==> src/assert_macros.svh <==
// Assertion helpers shared by the verifier modules.
// Each macro expects clk_i and rst_ni to be visible where it is used.
`ifndef ASSERT_MACROS_SVH
`define ASSERT_MACROS_SVH

// Checked at every clock edge outside reset.
`define DTV_ASSERT(name, prop, msg) \
  name: assert property (@(posedge clk_i) disable iff (!rst_ni) (prop)) else $error(msg);

// Checked at every clock edge, reset included.
`define DTV_ASSERT_ALWAYS(name, prop, msg) \
  name: assert property (@(posedge clk_i) (prop)) else $error(msg);

`endif

==> src/dtv_pkg.sv <==
`default_nettype none

package dtv_pkg;

  localparam logic [15:0] CrcPoly   = 16'h1021;
  localparam logic [15:0] MaxCrcLen = 16'd8192;
  localparam logic [15:0] IdLowMax  = 16'd9;
  localparam logic [15:0] IdHighMin = 16'd256;
  localparam logic [15:0] IdMax     = 16'd266;

  localparam int unsigned QueueDepth = 4;

  typedef enum logic [2:0] {
    ST_OK        = 3'd0,
    ST_CHECKSUM  = 3'd1,
    ST_ID        = 3'd2,
    ST_VERSION   = 3'd3,
    ST_TOO_LONG  = 3'd4,
    ST_CRC       = 3'd5,
    ST_LOCATION  = 3'd6,
    ST_TRUNCATED = 3'd7
  } status_e;

  typedef enum logic [1:0] {
    CFG_EXPECTED_ID       = 2'd0,
    CFG_MAX_VERSION       = 2'd1,
    CFG_CHECK_LOCATION    = 2'd2,
    CFG_EXPECTED_LOCATION = 2'd3
  } cfg_idx_e;

  typedef struct packed {
    logic [8:0]  expected_id;
    logic [15:0] max_version;
    logic        check_location;
    logic [31:0] expected_location;
  } cfg_t;

  // One finished descriptor as handed from the front part to the back part.
  typedef struct packed {
    logic         hdr_short;
    logic         sum_bad;
    logic         body_short;
    logic         crc_bad;
    logic [127:0] hdr;
  } rec_t;

  function automatic logic [15:0] crc16_step(logic [15:0] crc, logic [7:0] b);
    logic [15:0] c;
    c = crc ^ {b, 8'h00};
    for (int k = 0; k < 8; k++) begin
      c = c[15] ? ({c[14:0], 1'b0} ^ CrcPoly) : {c[14:0], 1'b0};
    end
    return c;
  endfunction

endpackage

`default_nettype wire

==> src/descriptor_tag_verifier_unit.sv <==
`default_nettype none
// After the final byte of a descriptor is accepted, its record enters the queue; its result
// is then loaded into the result register once that register is empty or being read.
// Throughput: one byte per cycle; the front part takes bytes while a result waits,
// until its four-entry queue of finished descriptors is full.
// Reset clears the configuration to its defaults (max version 3, all else zero),
// the per-descriptor state, the queue and the result valid bit; no clearing pass is needed.

module descriptor_tag_verifier_unit
  import dtv_pkg::*;
(
  input  wire logic         clk_i,
  input  wire logic         rst_ni,
  input  wire logic         s_axis_tvalid,
  output logic              s_axis_tready,
  input  wire logic [7:0]   s_axis_tdata,   // data_byte[7:0]
  input  wire logic         s_axis_tlast,
  output logic              m_axis_tvalid,
  input  wire logic         m_axis_tready,
  // status[2:0], tag_ident[18:3], tag_version[34:19], tag_checksum[42:35],
  // serial_number[58:43], stored_crc[74:59], crc_length[90:75],
  // tag_location[122:91], zero padding[127:123]
  output logic [127:0]      m_axis_tdata,
  input  wire logic         cfg_valid_i,
  output logic              cfg_ready_o,
  input  wire logic [1:0]   cfg_index_i,
  input  wire logic [31:0]  cfg_data_i
);

  cfg_t cfg_q;
  rec_t front_rec, head_rec;
  logic push, pop, full, empty;

  assign cfg_ready_o = 1'b1;

  always_ff @(posedge clk_i or negedge rst_ni) begin
    if (!rst_ni) begin
      cfg_q.expected_id       <= '0;
      cfg_q.max_version       <= 16'd3;
      cfg_q.check_location    <= 1'b0;
      cfg_q.expected_location <= '0;
    end else if (cfg_valid_i) begin
      case (cfg_idx_e'(cfg_index_i))
        CFG_EXPECTED_ID:       cfg_q.expected_id       <= cfg_data_i[8:0];
        CFG_MAX_VERSION:       cfg_q.max_version       <= cfg_data_i[15:0];
        CFG_CHECK_LOCATION:    cfg_q.check_location    <= cfg_data_i[0];
        CFG_EXPECTED_LOCATION: cfg_q.expected_location <= cfg_data_i;
        default: ;
      endcase
    end
  end

  dtv_front u_front (
    .clk_i   (clk_i),
    .rst_ni  (rst_ni),
    .valid_i (s_axis_tvalid),
    .ready_o (s_axis_tready),
    .byte_i  (s_axis_tdata),
    .last_i  (s_axis_tlast),
    .full_i  (full),
    .push_o  (push),
    .rec_o   (front_rec)
  );

  dtv_queue u_queue (
    .clk_i   (clk_i),
    .rst_ni  (rst_ni),
    .push_i  (push),
    .rec_i   (front_rec),
    .full_o  (full),
    .pop_i   (pop),
    .empty_o (empty),
    .head_o  (head_rec)
  );

  dtv_back u_back (
    .clk_i         (clk_i),
    .rst_ni        (rst_ni),
    .cfg_i         (cfg_q),
    .empty_i       (empty),
    .head_i        (head_rec),
    .pop_o         (pop),
    .m_axis_tvalid (m_axis_tvalid),
    .m_axis_tready (m_axis_tready),
    .m_axis_tdata  (m_axis_tdata)
  );

endmodule

`default_nettype wire

==> src/dtv_front.sv <==
`default_nettype none
`include "assert_macros.svh"

module dtv_front
  import dtv_pkg::*;
(
  input  wire logic       clk_i,
  input  wire logic       rst_ni,
  input  wire logic       valid_i,
  output logic            ready_o,
  input  wire logic [7:0] byte_i,
  input  wire logic       last_i,
  input  wire logic       full_i,
  output logic            push_o,
  output rec_t            rec_o
);

  logic [4:0]   hdr_idx_q, hdr_idx_d;
  logic [15:0]  body_cnt_q, body_cnt_d;
  logic [7:0]   sum_q, sum_d;
  logic [15:0]  crc_q, crc_d;
  logic [127:0] hdr_q, hdr_d;
  logic         accept;

  assign ready_o = !full_i;
  assign accept  = valid_i && !full_i;
  assign push_o  = accept && last_i;

  always_comb begin
    hdr_idx_d  = hdr_idx_q;
    body_cnt_d = body_cnt_q;
    sum_d      = sum_q;
    crc_d      = crc_q;
    hdr_d      = hdr_q;
    if (accept) begin
      if (!hdr_idx_q[4]) begin
        hdr_d[{hdr_idx_q[3:0], 3'b000} +: 8] = byte_i;
        if (hdr_idx_q != 5'd4) begin
          sum_d = sum_q + byte_i;
        end
        hdr_idx_d = hdr_idx_q + 5'd1;
      end else begin
        if (body_cnt_q < hdr_q[95:80]) begin
          crc_d = crc16_step(crc_q, byte_i);
        end
        if (body_cnt_q != 16'hffff) begin
          body_cnt_d = body_cnt_q + 16'd1;
        end
      end
    end
  end

  always_comb begin
    rec_o.hdr        = hdr_d;
    rec_o.hdr_short  = !hdr_idx_d[4];
    rec_o.sum_bad    = sum_d != hdr_d[39:32];
    rec_o.body_short = body_cnt_d < hdr_d[95:80];
    rec_o.crc_bad    = crc_d != hdr_d[79:64];
  end

  always_ff @(posedge clk_i or negedge rst_ni) begin
    if (!rst_ni) begin
      hdr_idx_q  <= '0;
      body_cnt_q <= '0;
      sum_q      <= '0;
      crc_q      <= '0;
      hdr_q      <= '0;
    end else if (push_o) begin
      hdr_idx_q  <= '0;
      body_cnt_q <= '0;
      sum_q      <= '0;
      crc_q      <= '0;
      hdr_q      <= '0;
    end else begin
      hdr_idx_q  <= hdr_idx_d;
      body_cnt_q <= body_cnt_d;
      sum_q      <= sum_d;
      crc_q      <= crc_d;
      hdr_q      <= hdr_d;
    end
  end

  `DTV_ASSERT(a_hdr_idx_range, hdr_idx_q <= 5'd16, "header index beyond tag length")
  `DTV_ASSERT(a_clear_after_push, push_o |=> (hdr_idx_q == 5'd0 && body_cnt_q == 16'd0), "descriptor state not cleared after last byte")

endmodule

`default_nettype wire

==> src/dtv_queue.sv <==
`default_nettype none
`include "assert_macros.svh"

module dtv_queue
  import dtv_pkg::*;
(
  input  wire logic clk_i,
  input  wire logic rst_ni,
  input  wire logic push_i,
  input  wire rec_t rec_i,
  output logic      full_o,
  input  wire logic pop_i,
  output logic      empty_o,
  output rec_t      head_o
);

  localparam int unsigned PtrW = $clog2(QueueDepth);
  localparam int unsigned CntW = $clog2(QueueDepth + 1);

  rec_t            mem_q [QueueDepth];
  logic [PtrW-1:0] wr_ptr_q, rd_ptr_q;
  logic [CntW-1:0] count_q, count_d;

  assign full_o  = count_q == CntW'(QueueDepth);
  assign empty_o = count_q == '0;
  assign head_o  = mem_q[rd_ptr_q];

  always_comb begin
    count_d = count_q;
    if (push_i && !pop_i) begin
      count_d = count_q + CntW'(1);
    end else if (pop_i && !push_i) begin
      count_d = count_q - CntW'(1);
    end
  end

  always_ff @(posedge clk_i) begin
    if (push_i) begin
      mem_q[wr_ptr_q] <= rec_i;
    end
  end

  always_ff @(posedge clk_i or negedge rst_ni) begin
    if (!rst_ni) begin
      wr_ptr_q <= '0;
      rd_ptr_q <= '0;
      count_q  <= '0;
    end else begin
      if (push_i) begin
        wr_ptr_q <= wr_ptr_q + PtrW'(1);
      end
      if (pop_i) begin
        rd_ptr_q <= rd_ptr_q + PtrW'(1);
      end
      count_q <= count_d;
    end
  end

  `DTV_ASSERT_ALWAYS(a_count_range, count_q <= CntW'(QueueDepth), "queue count beyond depth")
  `DTV_ASSERT(a_no_push_full, !(push_i && full_o && !pop_i), "request written into a full queue")

endmodule

`default_nettype wire

==> src/dtv_back.sv <==
`default_nettype none
`include "assert_macros.svh"

module dtv_back
  import dtv_pkg::*;
(
  input  wire logic          clk_i,
  input  wire logic          rst_ni,
  input  wire cfg_t          cfg_i,
  input  wire logic          empty_i,
  input  wire rec_t          head_i,
  output logic               pop_o,
  output logic               m_axis_tvalid,
  input  wire logic          m_axis_tready,
  output logic [127:0]       m_axis_tdata
);

  logic         valid_q;
  status_e      status_q, status_d;
  logic [127:0] hdr_q;
  logic [15:0]  id, vers, len;
  logic [31:0]  loc;
  logic         id_bad;

  assign pop_o = !empty_i && (!valid_q || m_axis_tready);

  always_comb begin
    id   = head_i.hdr[15:0];
    vers = head_i.hdr[31:16];
    len  = head_i.hdr[95:80];
    loc  = head_i.hdr[127:96];
    id_bad = (id > IdLowMax && id < IdHighMin) || id > IdMax ||
             (cfg_i.expected_id != 9'd0 && id != {7'd0, cfg_i.expected_id});
    if (head_i.hdr_short) begin
      status_d = ST_TRUNCATED;
    end else if (head_i.sum_bad) begin
      status_d = ST_CHECKSUM;
    end else if (id_bad) begin
      status_d = ST_ID;
    end else if (vers > cfg_i.max_version) begin
      status_d = ST_VERSION;
    end else if (len > MaxCrcLen) begin
      status_d = ST_TOO_LONG;
    end else if (head_i.body_short) begin
      status_d = ST_TRUNCATED;
    end else if (head_i.crc_bad) begin
      status_d = ST_CRC;
    end else if (cfg_i.check_location && loc != cfg_i.expected_location) begin
      status_d = ST_LOCATION;
    end else begin
      status_d = ST_OK;
    end
  end

  always_ff @(posedge clk_i) begin
    if (pop_o) begin
      status_q <= status_d;
      hdr_q    <= head_i.hdr;
    end
  end

  always_ff @(posedge clk_i or negedge rst_ni) begin
    if (!rst_ni) begin
      valid_q <= 1'b0;
    end else if (pop_o) begin
      valid_q <= 1'b1;
    end else if (m_axis_tready) begin
      valid_q <= 1'b0;
    end
  end

  assign m_axis_tvalid = valid_q;
  assign m_axis_tdata  = {5'd0, hdr_q[127:96], hdr_q[95:80], hdr_q[79:64], hdr_q[63:48],
                          hdr_q[39:32], hdr_q[31:16], hdr_q[15:0], status_q};

  `DTV_ASSERT(a_pop_loads, pop_o |=> m_axis_tvalid, "result register empty after a pop")

endmodule

`default_nettype wire

==> config.mk <==
export PLATFORM = sky130hd
export DESIGN_NAME = descriptor_tag_verifier_unit
export DESIGN_NICKNAME = d
export VERILOG_FILES = /design/src/dtv_pkg.sv /design/src/descriptor_tag_verifier_unit.sv /design/src/dtv_front.sv /design/src/dtv_queue.sv /design/src/dtv_back.sv
export VERILOG_INCLUDE_DIRS = /design/src /design/src/src
export SDC_FILE = /design/constraint.sdc
export NUM_CORES = 1
export LEC_CHECK = 0
export ABC_AREA = 1
export BUFFER_PORTS_ARGS = -buffer_cell sky130_fd_sc_hd__clkbuf_2
export CAP_MARGIN = 20
export CORE_MARGIN = 8
export CORE_UTILIZATION = 35
export DETAILED_ROUTE_END_ITERATION = 8
export PLACE_DENSITY = 0.58
export REMOVE_ABC_BUFFERS = 1
export SLEW_MARGIN = 5
export SYNTH_ARGS = -nofsm -noshare
export SYNTH_HDL_FRONTEND = slang
export SYNTH_HIERARCHICAL = 1
export SYNTH_SLANG_ARGS = --single-unit
==> constraint.sdc <==
create_clock -name clk_i -period 11.2 [get_ports clk_i]
set_input_delay 1.12 -clock clk_i [delete_from_list [all_inputs] [get_ports clk_i]]
set_output_delay 1.12 -clock clk_i [all_outputs]
set_load 0.02 [all_outputs]
Word level (Yosys, flattened, before mapping)
Memory sizes are Yosys's and may differ from the RTL's.
Cells that the tools add are included.
{"block": "totals", "reg_bits": 370, "mem_bits_rw": 528, "output_inout_bits": 131, "wordCells": 124, "memories": 1}
{"block": "classes", "n_addsub": 8, "n_lt_le_gt_ge": 7, "n_eq_ne": 11, "n_shift": 2, "muxes": 40, "bitwise": 9, "reduce_logical": 29}
{"name": "u_queue.mem_q", "words": 4, "word_bits": 132, "rd": 1, "rd_ports_with_merged_regs": 0, "write_ports": 1, "line": "dtv_queue.sv:20", "rtl": "rec_t mem_q [QueueDepth];"}
{"cell": "two-way mux 128 bit", "n": 3}
{"cell": "bitwise mux 128 bit", "n": 1}
{"cell": "two-way mux 16 bit", "n": 8}
{"cell": "variable shift 8 x 9 -> 128 bit, first input constant", "n": 1}
{"cell": "variable part select 8 x 9 -> 128 bit", "n": 1}
{"cell": "two-way mux 13 bit", "n": 8}
{"cell": "less-than comparator 16 bit", "n": 2}
{"cell": "two-way mux 8 bit", "n": 4}
{"cell": "!= test 32 bit", "n": 1}
{"cell": "two-way mux 3 bit", "n": 9}
{"cell": "inverter 3 bit", "n": 8}
{"cell": "adder 16 x 1 -> 16 bit, second input constant", "n": 1}
{"cell": "> comparator 16 x 14 -> 1 bit, second input constant", "n": 1}
{"cell": "> comparator 16 bit", "n": 1}
{"cell": "> comparator 16 x 4 -> 1 bit, second input constant", "n": 1}
{"cell": "> comparator 16 x 9 -> 1 bit, second input constant", "n": 1}
{"cell": "less-than comparator 16 x 9 -> 1 bit, second input constant", "n": 1}
{"cell": "!= test 16 bit", "n": 1}
{"cell": "!= test 16 bit, second input constant", "n": 1}
{"cell": "!= test 16 x 9 -> 1 bit", "n": 1}
{"cell": "bitwise XOR 16 bit", "n": 1}
{"cell": "two-way mux 5 bit", "n": 3}
{"cell": "AND reduction 2 bit", "n": 5}
{"cell": "negation 7 -> 9 bit", "n": 1}
{"cell": "20 further kinds", "n": 41}

Longest topological paths before layout
{"block": "depth", "word_depth": 21, "ltp_mapped": 21}

By module
Netlist, hierarchy kept.
{"mod": "dtv_queue", "n_inst": 1, "cells_per_inst": 1588, "area_per_inst_um2": 21587.0, "seq_area_each_um2": 16030.4}
{"mod": "dtv_front", "n_inst": 1, "cells_per_inst": 1409, "area_per_inst_um2": 10187.3, "seq_area_each_um2": 4329.2}
{"mod": "dtv_back", "n_inst": 1, "cells_per_inst": 369, "area_per_inst_um2": 5018.6, "seq_area_each_um2": 3718.6}
{"mod": "descriptor_tag_verifier_unit", "n_inst": 1, "cells_per_inst": 263, "area_per_inst_um2": 2509.9, "seq_area_each_um2": 1453.9}

Least setup slack after synthesis
OpenSTA, ideal clock, no wires.
{"block": "synth_timing", "kind": "input to register", "start": "in m_axis_tready", "end": "reg u_queue.count_q[1]", "arrival_ns": 8.425, "required_time_ns": 11.083, "slack_ns": 2.658, "path_stages": 8, "path_cell_list": "inv_1 a21oi_1 inv_1 ha_1 inv_1 fa_1 nand2_1 nand2_1"}
{"block": "synth_between", "elab_chain_cells": 5, "elab_cells_between_ends": 7, "classes_between": "mux: 1; reduce/logical: 6"}
{"element": "start, declared", "line": "descriptor_tag_verifier_unit.sv:19", "rtl": "input wire logic m_axis_tready,"}
{"element": "logical OR 1 bit", "line": "dtv_back.sv:25", "rtl": "assign pop_o = !empty_i && (!valid_q || m_axis_tready);"}
{"element": "logical AND 1 bit", "line": "dtv_back.sv:25"}
{"element": "named net pop", "line": "descriptor_tag_verifier_unit.sv:32", "rtl": "logic push, pop, full, empty;"}
{"element": "zero test 1 bit", "line": "dtv_queue.sv:30", "rtl": "if (push_i && !pop_i) begin"}
{"element": "logical AND 1 bit", "line": "dtv_queue.sv:30"}
{"element": "two-way mux 3 bit", "line": "dtv_queue.sv:30"}
{"element": "named net u_queue.count_d[1]", "line": "dtv_queue.sv:22", "rtl": "logic [CntW-1:0] count_q, count_d;"}
{"element": "end signal, assigned", "line": "dtv_queue.sv:55", "rtl": "count_q <= count_d;"}
{"element": "end, declared", "line": "dtv_queue.sv:22"}
The timed path passes the listed nets, and every way through them passes these cells.
A chain may end at the register's enable or synchronous reset.

==> flow_summary.toml <==
[status]
status = "finished, final reports clean"

[clocking]
cts_buffers = 95
cts_setup_buffers = 0
holdBufCountCts = 0
clk-insertion-delay-late_ns = 0.67
htree_levels = 3
cts_tree = "yes"
cts_buffer_depth = 3
cts_resized = 0
clock_sink_count = 850
root_buffer = "clkbuf_16"
cts.clk_slew.worst_paths_ns = 0.06

[sta]
setup_viol = 0
slew_headroom = 0.287
finalClockSkew_ns = 0.0320
rsz0062_at_grt = "no"
finalCritPeriodShare = 0.376
fin_crit_ns = 4.21
hold_violations = 0
setup_tns_ns = 0
hold_ws_ns = 0.444
max_clock_freq_mhz = 238
worst_slew_pin_slew_ns = 1.07
maxSlewViolCount = 0

[grt]
grt_usage = 0.157
grt.overflow.total = 0
grt_pass1_wl_um = 143000
grt_pass1_vias = 23741
antenna_found_initial = 7
grt_max_degree = 208

[power_and_ir_drop]
total_power_w = 0.0109
p_sw_w = 0.00390
p_int_w = 0.00705
p_comb_frac = 0.297
power_frac_clock = 0.297
switching_share = 0.356
p_leak_nw = 18.7
ir_worst_vdd_uv = 336
power_density_mw_per_mm2 = 256
p_seq_frac = 0.406

[setup_path]
worstReg2RegEnd = "u_queue/mem_q[0][129]"
cp_max_fo = 15
setup.worst_path.end_class = "flip-flop"
reg2reg_depth = 18
slowest_delay_ns = 0.40
startpoint_type = "flip-flop"
cp.arrival_ns = 4.64
path_class = "flip-flop to flip-flop"
crit_top_cell = "nand2_1"
required_ns = 11.64
r2r_setup_slack_ns = 6.99
crit_end = "u_queue/mem_q[0][129]"
crit_chain = "inv_1 > ha_1 > inv_1 > nand2_1 > nand2_1 > inv_2 > nand2_1 > nor2_1 > nand2_1 > nand2_1 > o21a_1 > inv_1 > ha_1 > a21oi_1 > nor2_1 > a211oi_1 > nand2_1 > a21oi_1"
slowest_stage = "dfrtp_1"
worstReg2RegStart = "u_front/hdr_idx_q[0]"
critical_path.startpoint = "u_front/hdr_idx_q[0]"

[route]
wl_per_cell_um = 18.4
wirelength_um = 94100
vias = 24406
drt_iter0_drc = 1733
drc = 0
drtPass1Iterations = 8
final_antenna_net_count = 0
vias_per_cell = 4.77

[floorplan]
start_util = 0.353
die_width_um = 344
num_rows = 120
die_h_um = 344
core_sq_mm = 0.107
io-pin-count = 179
dieArea_sq_mm = 0.118

[place]
gp_congestion = 0.833
port_buffers = 172
dp_hpwl_um = 58400

[cells_and_area]
synthToLayoutAreaGrowth_pct = 13.3
nets = 3741
drive_gt1_frac = 0.109
num-fill-cells = 10274

[synth]
postSynthCellCount = 3494
ys.warnings.count = 6
syn_avg_cell_area_sq_um = 10.8
syn_area_sq_mm = 0.0377

[worst_hold_path]
hp-class = "primary input to asynchronous set/reset pin"

[job]
max_cap_violations = 0
-- layout by cell type (no fill, tap or decap), drive strengths merged, types with 2 or more instances in the layout --
cell / n
xor2: 38
edfxtp: 619
or2: 19
o211ai: 249
xnor2: 38
clkinvlp: 5
a211oi: 4
ha: 61
clkinv: 35
nand3b: 5
mux2i: 3
inv: 561
a21oi: 67
o21a: 25
dfstp: 2
buf: 30
nand3: 94
nand4: 64
bufinv: 12
nor2: 200
fa: 2
nand2: 912
conb: 6
dfrtp: 229
diode: 5
o21ai: 98
nor3: 20
clkbuf: 297
nor4: 7
-- cell type report --
class | instances | area [sq um] | share of cell area
antenna | 5 | 12.5 | 0.000293
sequential | 850 | 24400 | 0.571
tap | 1403 | 1760 | 0.0411
clock buffer | 126 | 2670 | 0.0625
timing repair buffer | 201 | 1150 | 0.0268
inverter | 559 | 2140 | 0.0500
clock inverter | 54 | 638 | 0.0149
multi-input combinational | 1923 | 9970 | 0.233
-- metal layers --
metal | global-route usage | routed length (um)
met1 | 0.206 | 41900
met2 | 0.262 | 44700
met3 | 0.0328 | 5290
met4 | 0.0441 | 2260
met5 | 0 | 51
-- power by group through the flow --
stage          Sequential, W  Clock [W]  Combinational [W]
2_1_floorplan        0.00497          0            0.00181
3_3_place_gp         0.00452          0            0.00327
3_5_place_dp         0.00452          0            0.00330
4_1_cts              0.00446    0.00333            0.00331
5_1_grt              0.00452    0.00345            0.00363
6_report             0.00445    0.00325            0.00325
-- worst min path at each step --
stage	startpoint	slack [ns]	depth (start not counted)	endpoint
2_1_floorplan	cfg_q[35]	0.44	2	cfg_q[35]
3_3_place_gp	cfg_q[34]	0.46	2	cfg_q[34]
3_5_place_dp	cfg_q[34]	0.46	2	cfg_q[34]
4_1_cts	cfg_q[34]	0.47	2	cfg_q[34]
5_1_grt	cfg_q[38]	0.49	2	cfg_q[38]
6_report	rst_ni	0.44	1	u_back/m_axis_tvalid
-- metrics by stage --
step	setup WS [ns]	util	instances	instance area [sq um]
after CTS	7.03	0.399	5115	42700
after floorplan	1.59	-	3332	36400
after global placement	6.73	0.368	4935	39400
final	6.99	0.399	5121	42700
after global routing	6.62	0.399	5116	42700
after detailed placement	6.63	0.368	4935	39400
-- critical path: cells and delay by family, from the launching register on --
| kind | cells | cell delay (ns) |
|---|---|---|
| fa+ha+maj | 2 | 0.57 |
| flops | 1 | 0.40 |
| compound gates | 4 | 0.79 |
| buf+inv | 4 | 0.80 |
| simple gates | 8 | 1.39 |
-- flip-flops by register name (all words and copies together), names as in the netlist, 3 cells and up --
name	flops
u_back/hdr_q	120
u_front/crc_q	16
u_back/status_q	3
u_front/body_cnt_q	16
cfg_q	58
u_queue/count_q	3
u_queue/mem_q	496
u_front/sum_q	8
u_front/hdr_idx_q	5
u_front/hdr_q	120
(Power assumes the default switching activity.)
